===== config.mk =====
export PLATFORM = sky130hd
export DESIGN_NAME = drme_div_cell
export DESIGN_NICKNAME = d
export VERILOG_FILES = /design/src/rtl/drme_pkg.sv /design/src/rtl/drme_div_cell.sv
export SDC_FILE = /design/constraint.sdc
export NUM_CORES = 1
export LEC_CHECK = 0
export ABC_AREA = 0
export BUFFER_PORTS_ARGS = -buffer_cell sky130_fd_sc_hd__buf_4
export CORE_UTILIZATION = 43
export DETAILED_ROUTE_END_ITERATION = 8
export PLACE_DENSITY_LB_ADDON = 0.05
export SYNTH_ARGS = -nofsm -noshare
export SYNTH_HDL_FRONTEND = slang
export SYNTH_SLANG_ARGS = --single-unit
export TNS_END_PERCENT = 50

===== constraint.sdc =====
create_clock -name clk -period 3 [get_ports clk]
set_clock_uncertainty 0.1 [all_clocks]
set_input_delay 0.3 -clock clk [delete_from_list [all_inputs] [get_ports clk]]
set_output_delay 0.3 -clock clk [all_outputs]
set_load 0.01 [all_outputs]

===== src/rtl/drme_pkg.sv =====
// ----------------------------------------------------------------------------
// drme_pkg
// Shared types and constants for the data rate exponent/mantissa encoder.
// ----------------------------------------------------------------------------
package drme_pkg;

  localparam int BAUD_W  = 20;
  localparam int XTAL_W  = 26;
  localparam int QUO_W   = 25;
  localparam int SHF_W   = 10;
  localparam int POS_W   = 5;
  localparam int EXP_W   = 4;
  localparam int MANT_W  = 8;

  // quotient bits of baud * 2^29 / crystal, one per cell
  localparam int DIV_STEPS = BAUD_W + 29;

  localparam logic [BAUD_W-1:0] RATE_MIN  = 20'd600;
  localparam logic [BAUD_W-1:0] RATE_MAX  = 20'd500000;
  localparam logic [XTAL_W-1:0] XTAL_RST  = 26'd26000000;
  localparam logic [EXP_W-1:0]  EXP_MAX   = 4'd15;
  localparam logic [POS_W-1:0]  POS_BIAS  = 5'd9;

  typedef struct packed {
    logic              vld;
    logic              bad;
    logic              big;
    logic [XTAL_W-1:0] rem;
    logic [BAUD_W-1:0] num;
    logic [QUO_W-1:0]  quo;
  } div_t;

  typedef struct packed {
    logic             vld;
    logic             bad;
    logic [EXP_W-1:0] expo;
    logic [SHF_W-1:0] shf;
  } norm_t;

endpackage


===== src/rtl/drme_div_cell.sv =====
// ----------------------------------------------------------------------------
// drme_div_cell
// One restoring-division cell: produces one quotient bit per item.
// ----------------------------------------------------------------------------
module drme_div_cell (
  input  logic                        clk,
  input  logic                        rst_n,
  input  logic                        en,
  input  logic [drme_pkg::XTAL_W-1:0] xtal,
  input  drme_pkg::div_t              din,
  output drme_pkg::div_t              dout
);
  import drme_pkg::*;

  div_t              stage_r;
  div_t              stage_nxt;
  logic [XTAL_W:0]   trial;
  logic [XTAL_W:0]   diff;
  logic              take;

  always_comb begin
    trial = {din.rem, din.num[BAUD_W-1]};
    diff  = trial - {1'b0, xtal};
    take  = (trial >= {1'b0, xtal});
    stage_nxt      = din;
    stage_nxt.rem  = take ? diff[XTAL_W-1:0] : trial[XTAL_W-1:0];
    stage_nxt.num  = {din.num[BAUD_W-2:0], 1'b0};
    stage_nxt.quo  = {din.quo[QUO_W-2:0], take};
    // any one pushed past the kept quotient bits means the exponent overflows
    stage_nxt.big  = din.big | din.quo[QUO_W-1];
  end

  always_ff @(posedge clk) begin
    if (!rst_n) begin
      stage_r.vld <= 1'b0;
    end else if (en) begin
      stage_r <= stage_nxt;
    end
  end

  assign dout = stage_r;

endmodule


* After elaboration in Yosys (flattened, before gate mapping)
Cells that the tools add are included.
** Storage, ports and cells
- Register bits :: 73
- Input port bits :: 103
- Output and inout port bits :: 74
- Logic and storage cells :: 11
** Operators by class
- Add/subtract/negate cells :: 1
- Order comparisons :: 1
- Multiplexer cells :: 1
- Bitwise gates (word level) :: 1
- Reductions and logical operators :: 1
** Operators by type and width (count)
- $ge A27 B26 Y1 :: 1
- $mux W26 :: 1
- $sub A26 B26 Y26 :: 1
- $reduce_and A2 Y1 :: 1
- $or A1 B1 Y1 :: 1

* Depth between registers and ports, before layout
- Depth after elaboration :: 2
- Gate-level depth with buffers :: 11
- Gate-level depth less buffers :: 11

* Worst setup path after synthesis
No wires, ideal clock.
- Kind :: input to register
- Start :: in din[44] (netlist name)
- End :: reg stage_r, in the netlist dout[65] (data pin)
- Setup time :: 260 ps
- Arrival time :: 2461 ps
- Data required time :: 2640 ps
- Path slack :: 179 ps
- Cell stages on the path :: 11
- Buffers on the path :: 0
- Cells stage by stage :: inv_1 > ha_1 > inv_1 > fa_1 > a21oi_1 > o2bb2ai_1 > o31a_1 > a31o_2 > a41o_1 > xor2_1 > mux2_4
** RTL lines
- start: declaration :: line drme_div_cell.sv:10 : input drme_pkg::div_t din,
- end signal: assignment :: line drme_div_cell.sv:37 : stage_r <= stage_nxt;
- end: declaration :: line drme_div_cell.sv:15 : div_t stage_r;

==> results.yml <==
layout:
  drive_gt1_share_pct: 44.54
  antenna_cells: 0
  syn2layout_area_growth_pct: 51.13
  fillCellCount: 718
  fin_area_um2: 6191
  largest_reg_flops: 73
  finalNetCount: 684
detailed_routing:
  wl_met2_um: 5654
  wl_per_cell_um: 15.53
  viasPerCell: 4.940
  top_layer_used: "met4"
  wl_met1_um: 4327
  drcViolationCount: 0
  wl_met3_um: 614
  antenna_left: 0
  drtIter0Drc: 100
  dr_total_vias: 3399
  routed_wl_um: 10690
  firstDrtPassIters: 4
clock_network:
  htree_levels: 3
  postCtsSetupBuffers: 0
  path_clk_slew_ns: 0.10
  ctsResizeCount: 0
  clk_latency_ns: 0.35
  clockBufferDepth: 2
  cts_tree: "yes"
  cts_root_buffer: "clkbuf_8"
  cts_hold_buf: 24
  clock_sinks: 73
  cts_buffers: 9
floorplanning:
  die_h_um: 99.61
  start_util_pct: 44.33
  fp.dieW_um: 99.61
  rows: 35
  io_pins: 177
  die-area_um2: 9921
  design.core.area_um2: 9240
pwr:
  p_leak_nw: 2.804
  peakVddDrop_uv: 210.8
  power_mw: 2.836
  power_density_nw_per_um2: 458.0
synth:
  yosys.area.top_type_share_pct: 52.78
  ys_warn_count: 0
  synth_area_leader_cell: "edfxtp_1"
  netlist_area_um2: 4096
  yosys-top-cells-area: "edfxtp_1 53%, ha_1 7.9%, mux2_4 6.2%, inv_1 3.1%, xnor2_1 2.4%"
  synth_ff_type: "edfxtp_1"
  ys_ff_latch: 73
  synth_seq_area_share_pct: 53.27
  syn_inst: 325
  synth.avg_cell_area_um2: 12.60
  syn_nets: 455
  async_flop_share_pct: 0
  ys_types: 58
  synth_edf_count: 72
worst_setup_path:
  crit_arrival_ns: 2.78
  slowest_delay_ns: 0.38
  crit_path_cell_trace: "buf_4, inv_1, ha_1, inv_1, fa_1, a21oi_1, o2bb2ai_1, o31a_1, a31o_2, a41o_1, xor2_1, mux2_4"
  start_kind: "input pin"
  worstSetupEndpointType: "flop"
  cp.required_ns: 3.02
  worst-path-buf-inv: 3
  cp_common_cell: "inv_1"
  worst-setup-path-type: "in -> reg"
  path_delay_family: "compound AO/OA/AOI/OAI gates"
  cpMaxStageDelayCell: "fa_1"
  crit_fanout: 4
sta:
  rsz0062_at_grt: "no"
  clock.fmax_mhz: 362.2
  fin_crit_ns: 2.761
  worst_pin_slew_ns: 0.5865
  finalSetupViolCount: 0
  hold_viol: 0
  max_slew_margin_pct: 60.90
  slew_violations: 0
  period_share_pct: 92.03
placed_design:
  place_congestion: 0.8696
  dp_hpwl_um: 7906
  placed_cell_area_um2: 5747
  io_buffers: 175
grt:
  gr-usage-all-layers_pct: 21.62
  antenna_found_initial: 0
  grt_max_degree: 41
  grt_pass1_wl_um: 16410
  gr-total-overflow: 0
  grt_pass1_vias: 3394
run_status:
  status: "finished, final reports clean"
job:
  maxCapViolations: 0
min_path:
  min_path_type: "in -> reg"
[worst reg2reg max path, delay by kind of cell, from the launching register on]
kind             cells  cell delay (ns)
flip-flops           1             0.33
AND/OR/NAND/NOR      1             0.06
multiplexers         1             0.14
[layout by cell type (no fill, tap or decap), types with 10 or more instances in the layout]
master and instances:
a21oi_1 18, buf_4 196, dlygate4sd3_1 26, edfxtp_1 72, ha_1 26, inv_1 34, mux2_4 17, nand2_1 17
nor2_1 15, xnor2_1 11, xor2_1 10
[final timing paths]
path / slack [ns] / cells after the start / startpoint / to
setup / recovery: 0.24 / 12 / din[44] / dout[65]
hold / removal: 0.02 / 1 / din[32] / dout[33]
hold reg to reg: 0.47 / 2 / dout[73] / dout[73]
setup reg to reg: 2.27 / 2 / dout[73] / dout[73]
[cell type report]
class	count	area (um^2)	area share, %
clock buffers	9	123.9	2.001
clock inverters	7	60.06	0.9701
inverters	35	131.4	2.122
multi-input cells	210	1740	28.11
flip-flops and latches	73	2182	35.25
well taps	129	161.4	2.607
repair buffers	225	1792	28.94
[per-layer routing]
metal | vias up | track usage [%]
met2 | 142 | 40.60
met4 | 0 | 6.900
met5 | - | 0
met3 | 9 | 4.708
met1 | 1575 | 24.22
li1 | 1673 | -
[cell families (layout without fill, tap and decap cells)]
family / Yosys count / count (layout) / synth area share, %
AOI/OAI and AO/OA: 74 / 74 / 13.78
DFF: 73 / 73 / 53.27
and+or+nand+nor: 63 / 63 / 7.544
buffers and inverters: 42 / 276 / 4.306
adders and majority gates: 27 / 27 / 8.430
muxes: 24 / 24 / 8.094
xor gates and xnor gates: 21 / 21 / 4.490
other: 1 / 1 / 0.09154
[through the flow]
stage / setup WS [ns] / setup TNS [ns] / hold WS, ns / utilization [%] / std cells
6_report: 0.2390 / 0 / 0.02010 / 67.00 / 688
5_1_grt: 0.05629 / 0 / 0.0009339 / 67.00 / 688
4_1_cts: 0.2635 / 0 / 0.0006476 / 66.78 / 686
3_5_place_dp: -0.1256 / -0.3853 / 0.3793 / 62.19 / 646
3_3_place_gp: -0.03108 / -0.03110 / 0.3782 / 62.19 / 646
2_1_floorplan: 0.1791 / 0 / 0.2989 / - / 325
[cells in the mapped netlist (all sizes together) (2+ instances only)]
library cell / n
or3: 2
nor4: 2
a311oi: 3
nand2b: 2
inv: 35
a41o: 2
a211oi: 7
a31o: 2
and3: 2
o21ai: 7
mux2i: 2
xnor2: 11
a211o: 2
o31ai: 4
buf: 3
nand4: 3
nand3: 5
nor3: 5
ha: 26
xor2: 10
mux2: 22
a21o: 5
a21oi: 20
and2: 2
nor2: 15
clkbuf: 4
nor2b: 6
o21a: 6
nand2: 17
edfxtp: 72
[power by group]
| part | total [mW] | internal, mW | switching [mW] |
|---|---|---|---|
| sequential | 1.25 | 1.23 | 0.0234 |
| clock | 0.747 | 0.315 | 0.433 |
| combinational | 0.836 | 0.464 | 0.372 |
Note: power is estimated with default switching activity, not from simulation.
