==> src/rtl/drme_pkg.sv <==
// ----------------------------------------------------------------------------
// drme_pkg
// Shared types and constants for the data rate exponent/mantissa encoder.
// ----------------------------------------------------------------------------
package drme_pkg;

  localparam int BAUD_W  = 20;
  localparam int XTAL_W  = 26;
  localparam int QUO_W   = 25;
  localparam int SHF_W   = 10;
  localparam int POS_W   = 5;
  localparam int EXP_W   = 4;
  localparam int MANT_W  = 8;

  // quotient bits of baud * 2^29 / crystal, one per cell
  localparam int DIV_STEPS = BAUD_W + 29;

  localparam logic [BAUD_W-1:0] RATE_MIN  = 20'd600;
  localparam logic [BAUD_W-1:0] RATE_MAX  = 20'd500000;
  localparam logic [XTAL_W-1:0] XTAL_RST  = 26'd26000000;
  localparam logic [EXP_W-1:0]  EXP_MAX   = 4'd15;
  localparam logic [POS_W-1:0]  POS_BIAS  = 5'd9;

  typedef struct packed {
    logic              vld;
    logic              bad;
    logic              big;
    logic [XTAL_W-1:0] rem;
    logic [BAUD_W-1:0] num;
    logic [QUO_W-1:0]  quo;
  } div_t;

  typedef struct packed {
    logic             vld;
    logic             bad;
    logic [EXP_W-1:0] expo;
    logic [SHF_W-1:0] shf;
  } norm_t;

endpackage

==> src/rtl/drme_norm.sv <==
// ----------------------------------------------------------------------------
// drme_norm
// Leading-one search on the quotient, exponent and mantissa alignment.
// ----------------------------------------------------------------------------
module drme_norm (
  input  logic            clk,
  input  logic            rst_n,
  input  logic            en,
  input  drme_pkg::div_t  din,
  output drme_pkg::norm_t dout
);
  import drme_pkg::*;

  norm_t            norm_r;
  norm_t            norm_nxt;
  logic [POS_W-1:0] pos;
  logic [EXP_W-1:0] expo;
  logic [QUO_W-1:0] shifted;

  always_comb begin
    pos = '0;
    for (int i = 0; i < QUO_W; i++) begin
      if (din.quo[i]) begin
        pos = POS_W'(i);
      end
    end
    expo     = (pos > POS_BIAS) ? EXP_W'(pos - POS_BIAS) : '0;
    shifted  = din.quo >> expo;
    norm_nxt.vld  = din.vld;
    norm_nxt.bad  = din.bad | din.big;
    norm_nxt.expo = expo;
    norm_nxt.shf  = shifted[SHF_W-1:0];
  end

  always_ff @(posedge clk) begin
    if (!rst_n) begin
      norm_r.vld <= 1'b0;
    end else if (en) begin
      norm_r <= norm_nxt;
    end
  end

  assign dout = norm_r;

endmodule

==> config.mk <==
export PLATFORM = sky130hd
export DESIGN_NAME = drme_norm
export DESIGN_NICKNAME = d
export VERILOG_FILES = /design/src/rtl/drme_pkg.sv /design/src/rtl/drme_norm.sv
export SDC_FILE = /design/constraint.sdc
export NUM_CORES = 1
export LEC_CHECK = 0
export BUFFER_PORTS_ARGS = -buffer_cell sky130_fd_sc_hd__buf_2
export CAP_MARGIN = 0
export CORE_MARGIN = 3
export CORE_UTILIZATION = 46
export DETAILED_ROUTE_END_ITERATION = 10
export GPL_TIMING_DRIVEN = 0
export PLACE_DENSITY = 0.88
export SETUP_SLACK_MARGIN = 0.02
export SLEW_MARGIN = 20
export SYNTH_ARGS = -nofsm -noshare
export SYNTH_HDL_FRONTEND = slang
export SYNTH_SLANG_ARGS = --single-unit
export TNS_END_PERCENT = 20
==> constraint.sdc <==
create_clock -name clk -period 4.45 [get_ports clk]
set_input_delay 0.2225 -clock clk [delete_from_list [all_inputs] [get_ports clk]]
set_output_delay 0.2225 -clock clk [all_outputs]
set_load 0.05 [all_outputs]
Word level (Yosys, flattened, before mapping)
Index checks and enable logic that the tools add are counted. Widths: inputs -> output; s select.

Logic and storage cells: 34. Register bits: 16. Input bits: 77. Output and inout port bits: 16.

Muxes and demuxes: 25. $add $sub $neg: 1. $lt $le $gt $ge: 1. Shift operators: 1. Reduce and logical (&&, ||, !) cells: 1. Bitwise gates (word level): 1.

Operator list (number): $mux 5 (23); $shr 25x4->10 (1); $gt 5x4->1 const B (1); $mux 4 (1); $sub 4x4->4 const B (1); $reduce_and 2->1 (1); $mux 1 (1); $or 1x1->1 (1).

Depth between registers and ports, before layout
Gate-level depths: netlist of the first run.

Depth in word-level cells: 27. Depth in mapped cells: 16. Mapped depth without buffers: 14.

Worst setup path after synthesis of the first run
No wires, ideal clock.

Path kind: input to register. Start: input port din[22] (netlist name). End: register norm_r (netlist bit dout[2]), data pin. Buffers on the path: 1. Cell stages on the path: 12. Library setup time: 272 ps. Arrival time: 3168 ps. Setup slack: 1010 ps. Data required time: 4178 ps. Cells stage by stage: buf_6 > or4_4 > or3_1 > a21o_1 > nand3b_1 > ha_1 > a21oi_1 > mux2_2 > a211oi_1 > a311oi_1 > a31oi_1 > mux2i_1.

RTL lines: start, declared (RTL line drme_norm.sv:9) `input drme_pkg::div_t din,`; end signal, assigned (RTL line drme_norm.sv:39) `norm_r <= norm_nxt;`; end, declared (RTL line drme_norm.sv:14) `norm_t norm_r;`.

==> results of run 1 <==
-- per-layer routing --
metal,part of all wire,routed length [um],vias to the layer above
li1,-,-,956
met1,0.41,2055,910
met5,0,0,-
met3,0.11,566,13
met2,0.46,2304,147
met4,0.017,84,0
-- critical path, delay by kind of cell --
family / cells / cell delay [ps]
adder cells (fa/ha/maj): 1 / 430
AND/OR/NAND/NOR: 1 / 130
AO/OA/AOI/OAI: 7 / 2390
multiplexers: 2 / 550
buffers and inverters: 1 / 120
-- cells by family (layout without fill, tap and decap cells) --
group | Yosys count | in the layout | share of synthesized area
buf+inv | 27 | 73 | 0.06885
flops | 16 | 16 | 0.2563
fa+ha+maj | 2 | 2 | 0.01363
simple gates | 72 | 72 | 0.2004
mux | 21 | 21 | 0.1247
compound gates | 78 | 78 | 0.3361
-- placed cells by master (no fill, tap or decap), types with 3 or more instances in the layout --
cell type	synthesis	layout
nor2b_1	4	4
nor4_1	6	6
inv_1	11	11
a22oi_1	4	4
edfxtp_1	15	15
mux2i_1	17	17
o21ai_0	4	4
a211oi_1	5	5
a21oi_1	15	15
a32oi_1	3	3
nand2_1	12	12
nor2_1	14	14
o211ai_1	9	9
nand3_1	14	14
inv_2	3	3
o21ai_1	4	4
buf_2	9	51
nor3_1	10	10
a221o_1	3	3
clkbuf_8	0	3
a31oi_1	3	3
-- power by group --
group / leakage [uW] / switching (uW) / internal (uW)
Sequential: 0.000151 / 2.82 / 186
Clock: 0.0000228 / 43.3 / 63.3
Combinational: 0.000704 / 190 / 95.6
Total: 0.000878 / 236 / 345
-- area by class of cell --
type | instances | area share
multi-input cells | 173 | 0.5759
flip-flops and latches | 16 | 0.2187
repair buffers | 42 | 0.09773
plain buffers | 12 | 0.03141
well taps | 48 | 0.02792
inverters | 15 | 0.02734
clock buffers | 4 | 0.02094
-- path summary, 6_finish.rpt --
path                 start  endpoint  slack [ps]  depth (start not counted)
hold reg to reg   dout[15]  dout[15]         550                          2
setup reg to reg  dout[15]  dout[15]        3840                          2
hold / removal     din[72]  dout[14]         240                          2
setup / recovery    din[2]   dout[1]         570                         12
-- through the flow --
stage          instances  cell area, um2  total power, uW
5_1_grt              310            2151            617.1
3_3_place_gp         306            2106            468.8
6_report             310            2151            580.8
3_5_place_dp         306            2106            472.5
2_1_floorplan        216            1836            400.5
4_1_cts              310            2151            578.6
-- synthesized netlist by cell type (all sizes together), types with 3 or more instances --
cell type  number
buf            11
o211ai         10
nor2           14
a211oi          8
a21oi          15
or4             3
a31oi           4
edfxtp         15
inv            15
a221o           3
nand2          12
a22oi           4
a32oi           3
mux2i          18
nor3           10
nand3          14
nor2b           4
nor4            6
o21ai           8
==> qor.txt, run 1 <==
EDFF count, synth -> 15
hold_buf cts -> 0
final setup TNS -> 0 ps
crit path DAT -> 3860 ps
crit path max fanout -> 10
core area -> 3744 um2
grt met2 use -> 0.3316
status -> completed
Syn. warnings -> 0
Max Slew Vio Count -> 0
post-CTS sizing -> 0
number of global-route vias before repair -> 1,717
syn_area_per_cell -> 8.498 um2
initial antenna violation count -> 0
Routed Antenna Nets -> 0
Max IR drop VDD -> 100.5 uV
setup ws final -> 570.3 ps
met3 usage -> 0.01159
Die H -> 69.17 um
Yosys top cell by area -> edfxtp_1
post-synth top area share -> 0.2454
max reg flops -> 16
flop and latch count out of synthesis -> 16
drt initial violations -> 182
Clk Latency, worst-skew pair -> 240 ps
Reg area -> 470.5 um2
Post-Route WL -> 5009 um
post-synth cell types -> 59
worst hold path class -> in2reg
Top Usage Layer GRT -> met2
Global Route Usage Sum -> 0.2041
share of cells above drive strength 1 -> 0.2901
Worst setup EP type -> flop
Hold Slack -> 238.6 ps
TritonCTS clock tree -> yes
Critical-path top delay cell -> a21oi_1
Setup WS pre-CTS -> 400.6 ps
post-synthesis cell count -> 216
Core Util, Final -> 0.5745
via count -> 2,026
Filler cells -> 358
Multi-input gate area -> 1239 um2
Final HPWL DP -> 4001 um
Nets -> 342
unrepaired setup endpoints after global routing -> false
routed len/inst -> 16.16 um
top post-synthesis cells by area -> edfxtp_1, mux2i_1, a21oi_1
FMAX -> 257.8 MHz
Period Utilization, post-route -> 0.8718
ys flop type -> edfxtp_1
Mapped Area -> 1836 um2
pin count of the biggest net entering global routing -> 16
Tightest Pin Transition -> 917.2 ps
vias per inst -> 6.535
Post-synth ARST share -> 0
crit-path cells -> buf_2, nand2b_1, a221o_1, a211oi_2, o41ai_1, ha_1, a21oi_1, mux2_2, a211oi_1, a311oi_1, a31oi_1, mux2i_1
Syn-to-layout area delta -> 17.18%
row count -> 22
First-pass DRT Iterations -> 8
Initial Util -> 0.4903
syn_nets -> 295
met1 usage -> 0.2913
Final Hold Fails -> 0
Clock Sinks -> 16
Max-slew headroom -> 0.3885
clk buf depth -> 2
port buffer count -> 42
gpl congestion -> 0.9863
skew final -> 0 ps
first-pass GRT wire length -> 8190 um
worst stage delay on the critical path -> 740 ps
startpoint types -> primary input
Seq/Total Area, Yosys -> 0.2563
fin crit period -> 3880 ps
clk slew on worst S/H paths -> 60 ps
Clk Tree Root Cell -> clkbuf_8
Die ar. -> 4784 um2
Leakage -> 0.0008782 uW
H-tree depth -> 1
setup bufs post-CTS -> 0
Power per Cell Area -> 270.0 nW/um2
IO Count -> 93
Die X-Extent -> 69.17 um
Inserted Clock Buffers -> 3
number of diodes -> 0
# Max-Cap Violations -> 0
DRC -> 0
GR Overflow Total -> 0
Setup Viol. Count Final -> 0
Setup Crit Path Kind -> in2reg
worst path required time -> 4430 ps
Note: power is estimated with default switching activity, not from simulation.
==> run 2, diff against run 1 <==
- CORE_UTILIZATION: 46 -> 48
- CTS_BUF_LIST: unset -> sky130_fd_sc_hd__clkbuf_4
- PLACE_DENSITY: 0.88 -> 0.91
==> qor.txt, run 2 (synthesized netlist as in run 1, its figures left out) <==
status -> completed (unchanged)
Reg area -> 470.5 um2 (unchanged)
Inserted Clock Buffers -> 3 (unchanged)
Syn-to-layout area delta -> 16.02% (was 17.18%)
Clk Latency, worst-skew pair -> 300 ps (was 240 ps)
cells on worst reg2reg path -> 2 (unchanged)
reg-to-reg critical path endpoint -> dout[15] (unchanged)
Filler cells -> 322 (was 358)
GR Overflow Total -> 0 (unchanged)
Clk Tree Root Cell -> clkbuf_4 (was clkbuf_8)
crit-path cells -> buf_2, inv_1, a221o_1, a211oi_2, o41ai_1, ha_1, a21oi_1, mux2_2, a211oi_1, a311oi_1, a31oi_1, mux2i_1 (was buf_2, nand2b_1, a221o_1, a211oi_2, o41ai_1, ha_1, a21oi_1, mux2_2, a211oi_1, a311oi_1, a31oi_1, mux2i_1)
number of diodes -> 0 (unchanged)
row count -> 21 (was 22)
Die ar. -> 4602 um2 (was 4784 um2)
Die X-Extent -> 67.84 um (was 69.17 um)
Hold Crit Depth -> 2 (unchanged)
initial antenna violation count -> 0 (unchanged)
# Max-Cap Violations -> 0 (unchanged)
Worst setup EP type -> flop (unchanged)
hold_sp -> rst_n (was din[72])
worst path required time -> 4490 ps (was 4430 ps)
Max Slew Vio Count -> 0 (unchanged)
Die H -> 67.84 um (was 69.17 um)
worst hold path class -> in2reg (unchanged)
setup bufs post-CTS -> 0 (unchanged)
DRC -> 0 (unchanged)
Worst R2R Setup Slack -> 3850 ps (was 3840 ps)
post-route cell area -> 2130 um2 (was 2151 um2)
Leakage -> 0.0008708 uW (was 0.0008782 uW)
gpl congestion -> 0.9624 (was 0.9863)
Global Route Usage Sum -> 0.2443 (was 0.2041)
fin crit period -> 3902 ps (was 3880 ps)
port buffer count -> 42 (unchanged)
Max-slew headroom -> 0.3695 (was 0.3885)
RR Startpoint -> dout[15] (unchanged)
skew final -> 0 ps (unchanged)
drt initial violations -> 218 (was 182)
Multi-input gate area -> 1239 um2 (unchanged)
fin cells -> 308 (was 310)
Setup Viol. Count Final -> 0 (unchanged)
DP Cell Count -> 304 (was 306)
Core Util, Final -> 0.6094 (was 0.5745)
Final Hold Fails -> 0 (unchanged)
first-pass GRT wire length -> 8680 um (was 8190 um)
unrepaired setup endpoints after global routing -> false (unchanged)
Final HPWL DP -> 4197 um (was 4001 um)
Max IR drop VDD -> 97.50 uV (was 100.5 uV)
Nets -> 342 (unchanged)
H-tree depth -> 1 (unchanged)
core area -> 3495 um2 (was 3744 um2)
Tightest Pin Transition -> 945.7 ps (was 917.2 ps)
Routed Antenna Nets -> 0 (unchanged)
Worst Hold Path EP -> dout[15] (was dout[14])
First-pass DRT Iterations -> 5 (was 8)
FMAX -> 256.3 MHz (was 257.8 MHz)
TritonCTS clock tree -> yes (unchanged)
Power per Cell Area -> 261.9 nW/um2 (was 270.0 nW/um2)
worst stage delay on the critical path -> 770 ps (was 740 ps)
hold_buf cts -> 0 (unchanged)
via count -> 2,016 (was 2,026)
crit path max fanout -> 10 (unchanged)
Critical-path top delay cell -> a21oi_1 (unchanged)
startpoint types -> primary input (unchanged)
vias per inst -> 6.545 (was 6.535)
post-CTS sizing -> 0 (unchanged)
most common cell after layout, fill and taps aside -> buf_2 (unchanged)
dpl cell area -> 2103 um2 (was 2106 um2)
routed len/inst -> 17.27 um (was 16.16 um)
sum of buffers and inverters on the critical path -> 2 (was 1)
Post-Route WL -> 5319 um (was 5009 um)
Period Utilization, post-route -> 0.8768 (was 0.8718)
crit path DAT -> 3940 ps (was 3860 ps)
share of cells above drive strength 1 -> 0.2901 (unchanged)
most frequent cells in the layout -> buf_2, mux2i_1, a21oi_1, edfxtp_1 (unchanged)
Initial Util -> 0.5252 (was 0.4903)
clk slew on worst S/H paths -> 100 ps (was 60 ps)
pin count of the biggest net entering global routing -> 16 (unchanged)
IO Count -> 93 (unchanged)
clk buf depth -> 2 (unchanged)
final setup TNS -> 0 ps (unchanged)
Top delay family on crit path -> compound AO/OA/AOI/OAI gates (unchanged)
Clock Sinks -> 16 (unchanged)
number of global-route vias before repair -> 1,843 (was 1,717)
Setup Crit Path Kind -> in2reg (unchanged)
max reg flops -> 16 (unchanged)
## run 2: cell types whose count changed in the layout (fill, tap and decap cells not counted), sizes merged
cell    previous run  this run
clkbuf             5         4
clkinv             0         1
## run 2: layout make-up
type	instances	share of cell area
plain buffers	12	0.03173
repair buffers	42	0.09871
clock buffers	3	0.01058
multi-input cells	173	0.5817
inverters	15	0.02761
flip-flops and latches	16	0.2209
clock inverters	1	0.001763
well taps	46	0.02703
## run 2: how the worst max path moves through the flow
stage,startpoint,endpoint,slack [ps],cells after the start
after floorplan,din[22],dout[2],1010,12
after global placement,din[2],dout[1],440,12
after detailed placement,din[5],dout[1],330,12
after CTS,din[2],dout[1],650,12
after global routing,din[9],dout[2],360,14
final,din[5],dout[1],550,12
## run 2: power by group
| group | internal (uW) | total [uW] | switching (uW) | leakage [uW] |
|---|---|---|---|---|
| combinational | 95.7 | 291 | 195 | 0.000704 |
| clock | 32.7 | 78.6 | 46.0 | 0.0000154 |
| sequential | 186 | 188 | 2.76 | 0.000151 |
| total | 314 | 558 | 244 | 0.000871 |
## run 2: stage by stage
step                      setup WS [ps]  hold slack, ps  power, uW
after floorplan                    1010           350.7      400.5
after global placement            435.5           459.4      469.4
after detailed placement          333.2           465.1      476.2
after CTS                         653.8           163.7      550.7
after global routing              361.3           162.9      589.1
final                             548.1           151.2      557.8
## run 2: worst reg2reg max path, stage by stage (launching register included)
cell and delay (ps):
dfxtp_1 320, mux2i_1 120, nor2b_1 60
## run 2: routing by layer
metal  vias up  share of wire  global-route usage
met1       906           0.41              0.3364
met4         0          0.026             0.08933
met5         -              0                   0
li1        952              -                   -
met2       143           0.46              0.3913
met3        15           0.10             0.03284
==> run 3, diff against run 2 <==
- BUFFER_PORTS_ARGS: -buffer_cell sky130_fd_sc_hd__buf_2 -> unset
- CORE_UTILIZATION: 48 -> 55
- DONT_BUFFER_PORTS: unset -> 1
- PLACE_DENSITY: 0.91 -> 0.77
==> qor.txt, run 3 (synthesized netlist as in run 1, its figures left out) <==
via count -> 1,848 (was 2,016)
unrepaired setup endpoints after global routing -> false (unchanged)
Power per Cell Area -> 272.6 nW/um2 (was 261.9 nW/um2)
gpl congestion -> 0.8988 (was 0.9624)
Post-Route WL -> 5378 um (was 5319 um)
Hold Crit Depth -> 1 (was 2)
Worst R2R Setup Slack -> 3470 ps (was 3850 ps)
Filler cells -> 291 (was 322)
share of cells above drive strength 1 -> 0.1545 (was 0.2901)
first-pass GRT wire length -> 8735 um (was 8680 um)
H-tree depth -> 1 (unchanged)
port buffer count -> 0 (was 42)
TritonCTS clock tree -> yes (unchanged)
# Max-Cap Violations -> 0 (unchanged)
DRC -> 0 (unchanged)
cells on worst reg2reg path -> 2 (unchanged)
FMAX -> 262.0 MHz (was 256.3 MHz)
Top delay family on crit path -> compound AO/OA/AOI/OAI gates (unchanged)
Nets -> 300 (was 342)
Clock Sinks -> 16 (unchanged)
First-pass DRT Iterations -> 7 (was 5)
setup bufs post-CTS -> 0 (unchanged)
IO Count -> 93 (unchanged)
GR Overflow Total -> 0 (unchanged)
status -> completed (unchanged)
cell count along the critical path -> 12 (unchanged)
row count -> 20 (was 21)
Max IR drop VDD -> 154.2 uV (was 97.50 uV)
most common cell after layout, fill and taps aside -> mux2i_1 (was buf_2)
Reg area -> 470.5 um2 (unchanged)
hold_buf cts -> 0 (unchanged)
Routed Antenna Nets -> 0 (unchanged)
drt initial violations -> 197 (was 218)
startpoint types -> primary input (unchanged)
pin count of the biggest net entering global routing -> 16 (unchanged)
worst path required time -> 4470 ps (was 4490 ps)
Hold Slack -> 71.90 ps (was 151.2 ps)
max reg flops -> 16 (unchanged)
core area -> 3128 um2 (was 3495 um2)
Tightest Pin Transition -> 942.0 ps (was 945.7 ps)
vias per inst -> 7.000 (was 6.545)
Critical-path top delay cell -> a21oi_1 (unchanged)
number of diodes -> 0 (unchanged)
crit path max fanout -> 10 (unchanged)
Inserted Clock Buffers -> 3 (unchanged)
initial antenna violation count -> 0 (unchanged)
Syn-to-layout area delta -> 4.431% (was 16.02%)
worst hold path class -> in2reg (unchanged)
Leakage -> 0.0007033 uW (was 0.0008708 uW)
Multi-input gate area -> 1239 um2 (unchanged)
crit path DAT -> 3830 ps (was 3940 ps)
Final Hold Fails -> 0 (unchanged)
Die H -> 63.77 um (was 67.84 um)
number of global-route vias before repair -> 1,747 (was 1,843)
Worst setup EP type -> flop (unchanged)
Setup Viol. Count Final -> 0 (unchanged)
Max-slew headroom -> 0.3720 (was 0.3695)
Clk Tree Root Cell -> clkbuf_4 (unchanged)
Final HPWL DP -> 4251 um (was 4197 um)
worst stage delay on the critical path -> 760 ps (was 770 ps)
Period Utilization, post-route -> 0.8578 (was 0.8768)
Global Route Usage Sum -> 0.2695 (was 0.2443)
most frequent cells in the layout -> mux2i_1, a21oi_1, edfxtp_1, nor2_1, nand3_1 (was buf_2, mux2i_1, a21oi_1, edfxtp_1)
Initial Util -> 0.5868 (was 0.5252)
routed len/inst -> 20.37 um (was 17.27 um)
fin crit period -> 3817 ps (was 3902 ps)
Setup Crit Path Kind -> in2reg (unchanged)
Die ar. -> 4067 um2 (was 4602 um2)
sum of buffers and inverters on the critical path -> 1 (was 2)
final setup TNS -> 0 ps (unchanged)
skew final -> 0 ps (unchanged)
Die X-Extent -> 63.77 um (was 67.84 um)
crit-path cells -> buf_2, nor4_1, o21ai_1, a211oi_2, o41ai_1, ha_1, a21oi_1, mux2_2, a211oi_1, a311oi_1, a31oi_1, mux2i_1 (was buf_2, inv_1, a221o_1, a211oi_2, o41ai_1, ha_1, a21oi_1, mux2_2, a211oi_1, a311oi_1, a31oi_1, mux2i_1)
post-CTS sizing -> 0 (unchanged)
clk buf depth -> 2 (unchanged)
Max Slew Vio Count -> 0 (unchanged)
clk slew on worst S/H paths -> 90 ps (was 100 ps)
Clk Latency, worst-skew pair -> 280 ps (was 300 ps)
[run 3: cell count changes in the layout (fill, tap and decap cells not counted), sizes merged]
cell / before / now
buf: 53 / 11
[run 3: per-layer routing]
layer / up-vias / part of all wire / global-route usage
met3: 8 / 0.062 / 0.04218
met5: - / 0 / 0
li1: 868 / - / -
met1: 884 / 0.43 / 0.3539
met2: 88 / 0.50 / 0.4654
met4: 0 / 0.011 / 0.05930
[run 3: area by class of cell]
type | count | area share
Multi-Input combinational cell | 173 | 0.6462
Sequential cell | 16 | 0.2454
Buffer | 12 | 0.03525
Inverter | 15 | 0.03068
Tap cell | 44 | 0.02872
Clock buffer | 3 | 0.01175
Clock inverter | 1 | 0.001958
[run 3: stage by stage]
stage / cell area (um2) / total power, uW / instances / worst slack, ps / util
after global placement: 1891 / 438.4 / 260 / 474.5 / 0.6044
after detailed placement: 1891 / 443.8 / 260 / 413.3 / 0.6044
after global routing: 1917 / 551.5 / 264 / 362.6 / 0.6128
after floorplan: 1836 / 400.5 / 216 / 1010 / -
after CTS: 1917 / 519.0 / 264 / 721.6 / 0.6128
final: 1917 / 522.5 / 264 / 632.7 / 0.6128
[run 3: worst paths after layout]
path	endpoint	startpoint
worst min register to register	dout[15]	dout[15]
worst max-delay path	dout[2]	din[16]
worst min-delay path	dout[15]	rst_n
worst max register to register	dout[15]	dout[15]
[run 3: power breakdown]
| group | switching, uW | leakage [uW] | total (uW) | internal, uW |
|---|---|---|---|---|
| logic | 126 | 0.000536 | 204 | 78.8 |
| registers | 54.8 | 0.000151 | 242 | 187 |
| clock network | 43.5 | 0.0000154 | 76.0 | 32.5 |
